$ cat config.mk
export PLATFORM = sky130hd
export DESIGN_NAME = dual_timer_tod_interrupt_adapter_flat
export DESIGN_NICKNAME = d
export VERILOG_FILES = /design/src/rtl/dtia_pkg.sv /design/src/rtl/dtia_if.sv /design/src/rtl/dual_timer_tod_interrupt_adapter.sv /design/src/flat_wrapper.sv
export SDC_FILE = /design/constraint.sdc
export NUM_CORES = 1
export LEC_CHECK = 0
export ABC_CLOCK_PERIOD_IN_PS = 4300
export BUFFER_PORTS_ARGS = -buffer_cell sky130_fd_sc_hd__buf_4
export CAP_MARGIN = 20
export CORE_MARGIN = 10
export CORE_UTILIZATION = 30
export CTS_CLUSTER_SIZE = 25
export DETAILED_ROUTE_END_ITERATION = 16
export HOLD_SLACK_MARGIN = 0.06
export PLACE_DENSITY = 0.44
export SLEW_MARGIN = 20
export SYNTH_ARGS = -nofsm -noshare
export SYNTH_HDL_FRONTEND = slang
export SYNTH_SLANG_ARGS = --single-unit
export TNS_END_PERCENT = 10
$ cat constraint.sdc
create_clock -name clock -period 4.3 [get_ports clock]
set_input_delay 0 -clock clock [delete_from_list [all_inputs] [get_ports clock]]
set_output_delay 0 -clock clock [all_outputs]
set_load 0.1 [all_outputs]
$ cat src/rtl/dtia_pkg.sv
// Package for the dual timer adapter: action and register codes, payload types and a load helper.
// No dependencies.
package dtia_pkg;
   typedef enum logic [1:0] {
      ACT_READ = 2'd0, ACT_WRITE = 2'd1, ACT_TICK = 2'd2, ACT_TOD = 2'd3
   } action_type;
   localparam logic [3:0] REG_PRA = 4'd0, REG_PRB = 4'd1, REG_DDRA = 4'd2, REG_DDRB = 4'd3,
      REG_TALO = 4'd4, REG_TAHI = 4'd5, REG_TBLO = 4'd6, REG_TBHI = 4'd7,
      REG_TODLO = 4'd8, REG_TODMID = 4'd9, REG_TODHI = 4'd10, REG_UNUSED = 4'd11,
      REG_SDR = 4'd12, REG_ICR = 4'd13, REG_CRA = 4'd14, REG_CRB = 4'd15;
   typedef struct packed {
      logic [1:0] action;
      logic [3:0] reg_index;
      logic [7:0] write_data;
   } req_type;
   typedef struct packed {
      logic [7:0] read_data;
      logic irq;
   } rsp_type;
   function automatic logic [15:0] nonzero(input logic [15:0] v);
      nonzero = (v == 16'd0) ? 16'd1 : v;
   endfunction
endpackage

$ cat src/rtl/dtia_if.sv
// Valid/ready channel interface for the dual timer adapter.
// Depends on dtia_pkg.
interface dtia_req_if;
   logic valid;
   logic ready;
   dtia_pkg::req_type payload;
   modport source (output valid, output payload, input ready);
   modport sink (input valid, input payload, output ready);
endinterface

interface dtia_rsp_if;
   logic valid;
   logic ready;
   dtia_pkg::rsp_type payload;
   modport source (output valid, output payload, input ready);
   modport sink (input valid, input payload, output ready);
endinterface

$ cat src/rtl/dual_timer_tod_interrupt_adapter.sv
// Channel   Direction  Payload
// req       in         action, reg_index, write_data
// rsp       out        read_data, irq
// Each transfer on req is processed in the cycle it is taken; one rsp
// transfer follows from the output register in the next cycle. A new req is
// taken every cycle while the output register is empty or being drained.
// Synchronous reset restores every register but the output payload register to its power-up value.
// Stalls on rsp hold the output register and stop req intake.
// Depends on dtia_pkg and dtia_if.
module dual_timer_tod_interrupt_adapter (
   input logic clock,
   input logic reset,
   dtia_req_if.sink req_ch,
   dtia_rsp_if.source rsp_ch
);
   logic [15:0] ta_ff, ta_in, tb_ff, tb_in, ra_ff, ra_in, rb_ff, rb_in;
   logic [7:0] cra_ff, cra_in, crb_ff, crb_in;
   logic [23:0] tod_ff, tod_in, alm_ff, alm_in, rcp_ff, rcp_in, wcp_ff, wcp_in;
   logic rh_ff, rh_in, wh_ff, wh_in;
   logic [7:0] icr_ff, icr_in;
   logic [4:0] ien_ff, ien_in;
   logic [7:0] pa_ff, pa_in, pb_ff, pb_in, db_ff, db_in, sd_ff, sd_in;
   logic vld_ff, vld_in;
   dtia_pkg::rsp_type out_ff, out_in;
   logic take;
   logic [7:0] d, rd;
   logic [3:0] r;
   logic alarm_chk, b_free;
   logic [23:0] todm1;

   assign req_ch.ready = !vld_ff || rsp_ch.ready;
   assign take = req_ch.valid && req_ch.ready;
   assign rsp_ch.valid = vld_ff;
   assign rsp_ch.payload = out_ff;
   assign d = req_ch.payload.write_data;
   assign r = req_ch.payload.reg_index;

   always_comb begin
      ta_in = ta_ff; tb_in = tb_ff; ra_in = ra_ff; rb_in = rb_ff;
      cra_in = cra_ff; crb_in = crb_ff; tod_in = tod_ff; alm_in = alm_ff;
      rcp_in = rcp_ff; wcp_in = wcp_ff; rh_in = rh_ff; wh_in = wh_ff;
      icr_in = icr_ff; ien_in = ien_ff; pa_in = pa_ff; pb_in = pb_ff;
      db_in = db_ff; sd_in = sd_ff;
      rd = 8'd0; alarm_chk = 1'b0; todm1 = 24'd0;
      b_free = (crb_ff & 8'h41) == 8'h01;
      vld_in = vld_ff && !rsp_ch.ready;
      if (take) begin
         vld_in = 1'b1;
         case (dtia_pkg::action_type'(req_ch.payload.action))
            dtia_pkg::ACT_READ: begin
               case (r)
                  dtia_pkg::REG_PRA: rd = pa_ff;
                  dtia_pkg::REG_PRB: rd = pb_ff;
                  dtia_pkg::REG_DDRA: rd = 8'd3;
                  dtia_pkg::REG_DDRB: rd = db_ff;
                  dtia_pkg::REG_TALO: rd = ta_ff[7:0];
                  dtia_pkg::REG_TAHI: rd = ta_ff[15:8];
                  dtia_pkg::REG_TBLO: rd = tb_ff[7:0];
                  dtia_pkg::REG_TBHI: rd = tb_ff[15:8];
                  dtia_pkg::REG_TODLO: begin
                     rd = rh_ff ? rcp_ff[7:0] : tod_ff[7:0];
                     rh_in = 1'b0;
                  end
                  dtia_pkg::REG_TODMID: rd = rh_ff ? rcp_ff[15:8] : tod_ff[15:8];
                  dtia_pkg::REG_TODHI: begin
                     rh_in = 1'b1; rcp_in = tod_ff; rd = tod_ff[23:16];
                  end
                  dtia_pkg::REG_SDR: rd = sd_ff;
                  dtia_pkg::REG_ICR: begin
                     rd = icr_ff; icr_in = 8'd0;
                  end
                  dtia_pkg::REG_CRA: rd = cra_ff;
                  dtia_pkg::REG_CRB: rd = crb_ff;
                  default: rd = 8'hff;
               endcase
            end
            dtia_pkg::ACT_WRITE: begin
               case (r)
                  dtia_pkg::REG_PRA: pa_in = d;
                  dtia_pkg::REG_PRB: pb_in = d;
                  dtia_pkg::REG_DDRB: db_in = d;
                  dtia_pkg::REG_TALO: ra_in = {ra_ff[15:8], d};
                  dtia_pkg::REG_TAHI: begin
                     ra_in = {d, ra_ff[7:0]};
                     if (!cra_ff[0] || cra_ff[3]) ta_in = dtia_pkg::nonzero(ra_in);
                     if (cra_ff[3]) cra_in[0] = 1'b1;
                  end
                  dtia_pkg::REG_TBLO: rb_in = {rb_ff[15:8], d};
                  dtia_pkg::REG_TBHI: begin
                     rb_in = {d, rb_ff[7:0]};
                     if (!crb_ff[0] || crb_ff[3]) tb_in = dtia_pkg::nonzero(rb_in);
                     if (crb_ff[3]) crb_in[0] = 1'b1;
                  end
                  dtia_pkg::REG_TODLO: begin
                     if (crb_ff[7]) alm_in = {alm_ff[23:8], d};
                     else begin
                        wh_in = 1'b0; wcp_in = {wcp_ff[23:8], d}; tod_in = wcp_in;
                     end
                     alarm_chk = 1'b1;
                  end
                  dtia_pkg::REG_TODMID: begin
                     if (crb_ff[7]) begin
                        alm_in = {alm_ff[23:16], d, alm_ff[7:0]}; alarm_chk = 1'b1;
                     end else begin
                        wh_in = 1'b1; wcp_in = {wcp_ff[23:16], d, wcp_ff[7:0]};
                     end
                  end
                  dtia_pkg::REG_TODHI: begin
                     if (crb_ff[7]) begin
                        alm_in = {d, alm_ff[15:0]}; alarm_chk = 1'b1;
                     end else begin
                        wh_in = 1'b1; wcp_in = {d, wcp_ff[15:0]};
                     end
                  end
                  dtia_pkg::REG_SDR: sd_in = d;
                  dtia_pkg::REG_ICR: begin
                     if (d[7]) ien_in = ien_ff | d[4:0];
                     else ien_in = ien_ff & ~d[4:0];
                  end
                  dtia_pkg::REG_CRA: begin
                     if (d[4]) ta_in = dtia_pkg::nonzero(ra_ff);
                     cra_in = d & 8'hef;
                  end
                  dtia_pkg::REG_CRB: begin
                     if (d[4]) tb_in = dtia_pkg::nonzero(rb_ff);
                     crb_in = d & 8'hef;
                  end
                  default: ;
               endcase
            end
            dtia_pkg::ACT_TICK: begin
               if (cra_ff[0]) begin
                  ta_in = ta_ff - 16'd1;
                  if (ta_in == 16'd0) begin
                     ta_in = dtia_pkg::nonzero(ra_ff);
                     if ((crb_ff & 8'h41) == 8'h41) begin
                        tb_in = tb_ff - 16'd1;
                        if (tb_in == 16'd0) begin
                           tb_in = dtia_pkg::nonzero(rb_ff);
                           if (crb_ff[3]) crb_in[0] = 1'b0;
                           icr_in[1] = 1'b1;
                        end
                     end
                     if (cra_ff[3]) cra_in[0] = 1'b0;
                     icr_in[0] = 1'b1;
                  end
               end
               if (b_free) begin
                  tb_in = tb_ff - 16'd1;
                  if (tb_in == 16'd0) begin
                     tb_in = dtia_pkg::nonzero(rb_ff);
                     if (crb_ff[3]) crb_in[0] = 1'b0;
                     icr_in[1] = 1'b1;
                  end
               end
            end
            default: begin
               if (!wh_ff) begin
                  tod_in = tod_ff + 24'd1; alarm_chk = 1'b1;
               end
            end
         endcase
         if (alarm_chk && !wh_in) begin
            todm1 = tod_in - 24'd1;
            if (tod_in == alm_in ||
                (tod_in[11:0] == 12'd0 && {todm1[23:12], 12'd0} == alm_in))
               icr_in[2] = 1'b1;
         end
         if ((icr_in[4:0] & ien_in) != 5'd0) icr_in[7] = 1'b1;
      end
      out_in = out_ff;
      if (take) begin
         out_in.read_data = rd;
         out_in.irq = icr_in[7];
      end
   end

   always_ff @(posedge clock) begin
      if (reset) begin
         ta_ff <= 16'hffff; tb_ff <= 16'hffff; ra_ff <= 16'hffff; rb_ff <= 16'hffff;
         cra_ff <= 8'd0; crb_ff <= 8'd0; tod_ff <= 24'd0; alm_ff <= 24'd0;
         rcp_ff <= 24'd0; wcp_ff <= 24'd0; rh_ff <= 1'b0; wh_ff <= 1'b1;
         icr_ff <= 8'd0; ien_ff <= 5'd0; pa_ff <= 8'hff; pb_ff <= 8'd0;
         db_ff <= 8'd0; sd_ff <= 8'd0; vld_ff <= 1'b0;
      end else begin
         ta_ff <= ta_in; tb_ff <= tb_in; ra_ff <= ra_in; rb_ff <= rb_in;
         cra_ff <= cra_in; crb_ff <= crb_in; tod_ff <= tod_in; alm_ff <= alm_in;
         rcp_ff <= rcp_in; wcp_ff <= wcp_in; rh_ff <= rh_in; wh_ff <= wh_in;
         icr_ff <= icr_in; ien_ff <= ien_in; pa_ff <= pa_in; pb_ff <= pb_in;
         db_ff <= db_in; sd_ff <= sd_in; vld_ff <= vld_in;
      end
      out_ff <= out_in;
   end
endmodule

$ cat src/flat_wrapper.sv
// flat-port wrapper written by rule: the top's interface ports become plain ports
module dual_timer_tod_interrupt_adapter_flat 
  (clock, reset, req_ch_valid, req_ch_payload, req_ch_ready, rsp_ch_valid, rsp_ch_payload, rsp_ch_ready);
  dtia_req_if req_ch_i ();
  dtia_rsp_if rsp_ch_i ();
  input logic clock;
  input logic reset;
  input wire logic [$bits(req_ch_i.valid)-1:0] req_ch_valid;
  input wire logic [$bits(req_ch_i.payload)-1:0] req_ch_payload;
  output wire logic [$bits(req_ch_i.ready)-1:0] req_ch_ready;
  output wire logic [$bits(rsp_ch_i.valid)-1:0] rsp_ch_valid;
  output wire logic [$bits(rsp_ch_i.payload)-1:0] rsp_ch_payload;
  input wire logic [$bits(rsp_ch_i.ready)-1:0] rsp_ch_ready;
  assign req_ch_i.valid = req_ch_valid;
  assign req_ch_i.payload = req_ch_payload;
  assign req_ch_ready = req_ch_i.ready;
  assign rsp_ch_valid = rsp_ch_i.valid;
  assign rsp_ch_payload = rsp_ch_i.payload;
  assign rsp_ch_i.ready = rsp_ch_ready;
  dual_timer_tod_interrupt_adapter u_core (.clock(clock), .reset(reset), .req_ch(req_ch_i), .rsp_ch(rsp_ch_i));
endmodule
Yosys cells after proc, flatten, opt, wreduce, memory -nomap -nowiden
Index checks and enable logic that the tools add are counted.
W data, S select, Z words.
{"block": "word_totals", "register_bits": 215, "in_bits": 18, "output_inout_bits": 11, "elab_cells": 212}
{"block": "classes", "addsub": 4, "eq_ne": 34, "mux": 88, "n_bitwise": 12, "n_reduce_logical": 46}
{"cell": "$mux W16", "count": 17}
{"cell": "$mux W24", "count": 8}
{"cell": "$pmux W16 S2", "count": 6}
{"cell": "$pmux W24 S3", "count": 2}
{"cell": "$pmux W8 S15", "count": 1}
{"cell": "$logic_not A16 Y1", "count": 6}
{"cell": "$eq A24 B24 Y1", "count": 2}
{"cell": "$mux W8", "count": 6}
{"cell": "$pmux W24 S2", "count": 1}
{"cell": "$sub A16 B1 Y16 const B", "count": 2}
{"cell": "$mux W1", "count": 29}
{"cell": "$eq A4 B4 Y1 const B", "count": 7}
{"cell": "$reduce_and A3 Y1", "count": 9}
{"cell": "$add A24 B1 Y24 const B", "count": 1}
{"cell": "$reduce_and A4 Y1", "count": 6}
{"cell": "$sub A24 B1 Y24 const B", "count": 1}
{"cell": "$mux W5", "count": 4}
{"cell": "$reduce_and A6 Y1", "count": 3}
{"cell": "$eq A4 B3 Y1 const B", "count": 4}
{"cell": "$pmux W1 S2", "count": 8}
{"cell": "$logic_not A12 Y1", "count": 1}
{"cell": "$mux W6", "count": 2}
{"cell": "$ne A3 B2 Y1 const B", "count": 4}
{"cell": "$ne A3 B3 Y1 const B", "count": 4}
{"cell": "other kinds (22)", "count": 50}

Logic depth before layout (Yosys ltp)
{"block": "depth", "depth_word": 15, "depth_mapped": 15, "mapped_depth_nobuf": 12}

Least setup slack after synthesis
No wires, ideal clock.
{"block": "synth_timing", "path_type": "register to register", "start": "register u_core.vld_ff (netlist: u_core.rsp_ch.valid)", "end": "register u_core.ra_ff[0]", "t_arrival_ns": 3.538, "required_time_ns": 4.171, "setup_slack_ns": 0.633, "stages_incl_launch_ff": 9, "cell_sequence": "dfxtp_1 > nand2b_1 > nand2_1 > inv_1 > clkbuf_1 > nand2_1 > nor3_1 > mux2i_1 > nand2_1"}
{"block": "synth_between", "elab_chain_cells": 4}
{"element": "start, declared", "line_no": "dual_timer_tod_interrupt_adapter.sv:23", "source": "logic vld_ff, vld_in;"}
{"element": "start signal, assigned", "line_no": "dual_timer_tod_interrupt_adapter.sv:190", "source": "db_ff <= db_in; sd_ff <= sd_in; vld_ff <= vld_in;"}
{"element": "$logic_not A1 Y1", "line_no": "dual_timer_tod_interrupt_adapter.sv:31", "source": "assign req_ch.ready = !vld_ff || rsp_ch.ready;"}
{"element": "$logic_or A1 B1 Y1", "line_no": "dual_timer_tod_interrupt_adapter.sv:31"}
{"element": "via req_ch_ready", "line_no": "flat_wrapper.sv:10", "source": "output wire logic [$bits(req_ch_i.ready)-1:0] req_ch_ready;"}
{"element": "$logic_and A1 B1 Y1", "line_no": "dual_timer_tod_interrupt_adapter.sv:32", "source": "assign take = req_ch.valid && req_ch.ready;"}
{"element": "$reduce_and A4 Y1 (no line)"}
{"element": "end signal, assigned", "line_no": "dual_timer_tod_interrupt_adapter.sv:186", "source": "ta_ff <= ta_in; tb_ff <= tb_in; ra_ff <= ra_in; rb_ff <= rb_in;"}
{"element": "end, declared", "line_no": "dual_timer_tod_interrupt_adapter.sv:16", "source": "logic [15:0] ta_ff, ta_in, tb_ff, tb_in, ra_ff, ra_in, rb_ff, rb_in;"}
The timed path passes the listed nets, and every way through them passes these cells.
A chain may end at the register's enable or synchronous reset.

Final worst setup path
{"block": "layout_timing", "start": "register u_core.tod_ff[0]", "end": "register u_core.icr_ff[2]"}
{"block": "layout_between", "elab_chain_cells": 11}
{"element": "start, declared", "line_no": "dual_timer_tod_interrupt_adapter.sv:18", "source": "logic [23:0] tod_ff, tod_in, alm_ff, alm_in, rcp_ff, rcp_in, wcp_ff, wcp_in;"}
{"element": "start signal, assigned", "line_no": "dual_timer_tod_interrupt_adapter.sv:187", "source": "cra_ff <= cra_in; crb_ff <= crb_in; tod_ff <= tod_in; alm_ff <= alm_in;"}
{"element": "$add A24 B1 Y24 / $mux W24 (equally long branches)", "line_no": "dual_timer_tod_interrupt_adapter.sv:159, dual_timer_tod_interrupt_adapter.sv:95"}
{"element": "$mux W24 (on tied branches)", "line_no": "dual_timer_tod_interrupt_adapter.sv:158, dual_timer_tod_interrupt_adapter.sv:78"}
{"element": "$pmux W24 S2 *", "line_no": "dual_timer_tod_interrupt_adapter.sv:49", "source": "case (dtia_pkg::action_type'(req_ch.payload.action))"}
{"element": "$mux W24 *", "line_no": "dual_timer_tod_interrupt_adapter.sv:47", "source": "if (take) begin"}
{"element": "$sub A24 B1 Y24", "line_no": "dual_timer_tod_interrupt_adapter.sv:164", "source": "todm1 = tod_in - 24'd1;"}
{"element": "$eq A24 B24 Y1", "line_no": "dual_timer_tod_interrupt_adapter.sv:166", "source": "(tod_in[11:0] == 12'd0 && {todm1[23:12], 12'd0} == alm_in))"}
{"element": "$logic_and A1 B1 Y1", "line_no": "dual_timer_tod_interrupt_adapter.sv:166"}
{"element": "$logic_or A1 B1 Y1 *", "line_no": "dual_timer_tod_interrupt_adapter.sv:165", "source": "if (tod_in == alm_in ||"}
{"element": "$mux W1 *", "line_no": "dual_timer_tod_interrupt_adapter.sv:165"}
{"element": "$mux W1 *", "line_no": "dual_timer_tod_interrupt_adapter.sv:163", "source": "if (alarm_chk && !wh_in) begin"}
{"element": "$mux W1 *", "line_no": "dual_timer_tod_interrupt_adapter.sv:47"}
{"element": "end signal, assigned", "line_no": "dual_timer_tod_interrupt_adapter.sv:189", "source": "icr_ff <= icr_in; ien_ff <= ien_in; pa_ff <= pa_in; pb_ff <= pb_in;"}
{"element": "end, declared", "line_no": "dual_timer_tod_interrupt_adapter.sv:20", "source": "logic [7:0] icr_ff, icr_in;"}
Every way passes the cells marked *; elsewhere a longest branch is shown, timed or not. The select of a mux whose other input is x is not followed.

==> run metrics <==
post-synthesis sequential area ratio 33.57%; final worst path period share 90.65%; die width 227.9 µm; CTS resizes 0; Post-Synth Simple-Gate Area 27.31%; post-synth net total 1766; initial drt markers 1724; clk slew on worst S/H paths 60 ps; Setup TNS Final 0 ps; Worst IR Drop VDD 0.2884 mV; DRC viols 0; via count 13540; Final Wtd Congestion 0.9204; Slew HR 32.72%; final non-filler cell total 2321; worst slew pin tran 1009 ps; number of synthesized flops with an enable pin 9; Skew-Pair Late Insertion Delay 570 ps; Ys Warns 0; Die Y 227.9 µm; Max-Cap Viols 0; site row count 76; Synth Area in Compound Gates 23.30%; ANT nets after route 0; initial antenna violation count 1; Max FO, Critical Path 9; vias in the first global route 12420; Placed Instances 2259; P_sw 1497 µW; Core Util, Final 34.52%; dpl hpwl 39120 µm; fillcell total 4501; hold path start req_ch_payload[0]; switching share of total power 29.10%; Area growth syn-to-layout 14.13%; LEAKAGE 0.005110 µW; Syn Inst Count 1739; CTS root buf clkbuf_16; starting density of the core 30.24%; Synth Cell Area 12970 µm²; sequential share of power 40.7%; largest net degree at the start of global routing 74; mean area per synthesized cell 7.458 µm²; IO buf count 28; Seq cells post-synth 213; Setup-failing EPs final 0; status complete, no violations; core box area 42890 µm²; first-pass GRT wire length 84480 µm; Final #Nets 1741; Yosys cell types 88; CP Capture Type flip-flop; DR pass1 iterations 7; post-synthesis adder-cell area fraction 0.8682%; H-tree Lvls 1; min Tclk post-route 3898 ps; worst flop-to-flop path startpoint u_core.tod_ff[0]$_SDFFE_PP0P_; GRT Total Usage 20.82%; Overall Power 5144 µW; P_int 3647 µW; WP data required 4780 ps; RSZ-0062 raised after global routing false; xor/xnor share of the synthesized area 3.241%; pwr dens 347.5 nW/µm²; vias per cell 5.835; kind of critical path reg -> reg; Final Slew Violations 0; Num CTS Buffers 27; Post-Route WL 56670 µm; Startpoint Class flip-flop; share of cells above drive strength 1 9.815%; Overflow after GRT 0; Final Hold Fails 0; clock skew 12.12 ps; Fmax achieved 256.5 MHz; commonest non-fill, non-tap cells in the layout nand2_1, dfxtp_1, a21oi_1; CP startpoint u_core.tod_ff[0]$_SDFFE_PP0P_; Post-synth ARST share 0%; Comb pwr share 13.6%; mux cell area share after synthesis 6.126%; CTS tree done; detail-routed net length per standard cell 24.42 µm; Clk pwr share 45.7%; Worst EP arrival 4380 ps; Tightest Hold Check Type in -> reg; ys flop type dfxtp_1; largest family of logic cells by synthesized area simple AND/OR/NAND/NOR gates; Ports 29; Sink Count 213; full die area 51950 µm²; Clock Path Buffers 3; commonest non-fill, non-tap cell in the layout nand2_1
[cell families after synthesis]
family / count (synthesis)
AOI/OAI and AO/OA: 456
adders and majority gates: 9
muxes: 77
xor gates and xnor gates: 48
DFF: 213
and+or+nand+nor: 747
buffers and inverters: 189
[registers in the layout (all words and copies together) (netlist names), 8 cells and up]
| name | cells |
|---|---|
| u_core.pa_ff | 8 |
| u_core.rsp_ch.payload | 9 |
| u_core.ra_ff | 16 |
| u_core.db_ff | 8 |
| u_core.rcp_ff | 16 |
| u_core.rb_ff | 16 |
| u_core.ta_ff | 16 |
| u_core.wcp_ff | 16 |
| u_core.tod_ff | 24 |
| u_core.sd_ff | 8 |
| u_core.tb_ff | 16 |
| u_core.pb_ff | 8 |
| u_core.alm_ff | 24 |
[power by group through the flow]
stage	combinational, µW	sequential (µW)	clock [µW]
global route	746	2100	2470
CTS	686	2090	2400
global placement	678	2140	0
finish	698	2100	2350
floorplan	413	2140	0
detailed placement	675	2140	0
[repair_timing]
item	4_1_cts	5_1_grt
setup buffers	0	0
hold buffers	11	0
hold endpoints to repair	104	0
[per-layer routing]
metal / up-vias / routed length, µm / global-route usage, %
li1: 6319 / - / -
met1: 6626 / 27010 / 30.32
met2: 510 / 24110 / 30.81
met3: 89 / 3836 / 3.040
met4: 0 / 1713 / 6.582
met5: - / 0 / 0
[worst max-delay path, cell delays in order (launching register included)]
cell	delay, ps
dfxtp_1	530
ha_1	310
and4b_1	480
nand3_1	160
xor2_1	150
a21oi_1	140
or4b_4	610
or4_1	550
o21a_1	210
nor4_2	340
nand3_1	140
a211oi_2	190
[through the flow]
step	worst slack [ps]	instance area (µm²)	hold slack, ps
floorplan	632.5	12970	129.5
global placement	532.7	13790	274.4
detailed placement	451.7	13790	281.0
CTS	430.7	14790	73.07
global route	164.2	14800	96.48
finish	402.0	14800	102.9
[layout make-up]
| type | count | area [µm²] | area share [%] |
|---|---|---|---|
| Multi-Input combinational cell | 1337 | 7900 | 53.37 |
| Clock inverter | 8 | 118.9 | 0.8030 |
| Clock buffer | 39 | 770.7 | 5.207 |
| Tap cell | 585 | 732.0 | 4.945 |
| Timing Repair Buffer | 102 | 793.3 | 5.359 |
| Antenna cell | 4 | 10.01 | 0.06762 |
| Sequential cell | 213 | 4354 | 29.41 |
| Inverter | 33 | 123.9 | 0.8368 |
[cell usage after synthesis, drive strengths merged, types with 25 or more instances]
| master | number | area [µm²] |
|---|---|---|
| nand2 | 291 | 1092 |
| dfxtp | 204 | 4084 |
| a21oi | 164 | 824.5 |
| nor2 | 149 | 559.3 |
| clkbuf | 136 | 511.7 |
| nand3 | 87 | 435.4 |
| mux2i | 67 | 670.6 |
| o21ai | 53 | 265.3 |
| nor3 | 44 | 220.2 |
| o211ai | 38 | 290.3 |
| inv | 33 | 123.9 |
| nand4 | 29 | 181.4 |
| xor2 | 25 | 219.0 |
[path summary, 6_finish.rpt]
kind                                        end  slack [ps]  cells past startpoint
setup / recovery  u_core.icr_ff[2]$_SDFFE_PP0P_         400                     11
hold / removal     u_core.pa_ff[0]$_SDFFE_PP1P_         100                      4
setup reg to reg  u_core.icr_ff[2]$_SDFFE_PP0P_         400                     11
hold reg to reg   u_core.ien_ff[1]$_SDFFE_PP0P_         450                      2
Power figures use the tool's default switching activity.
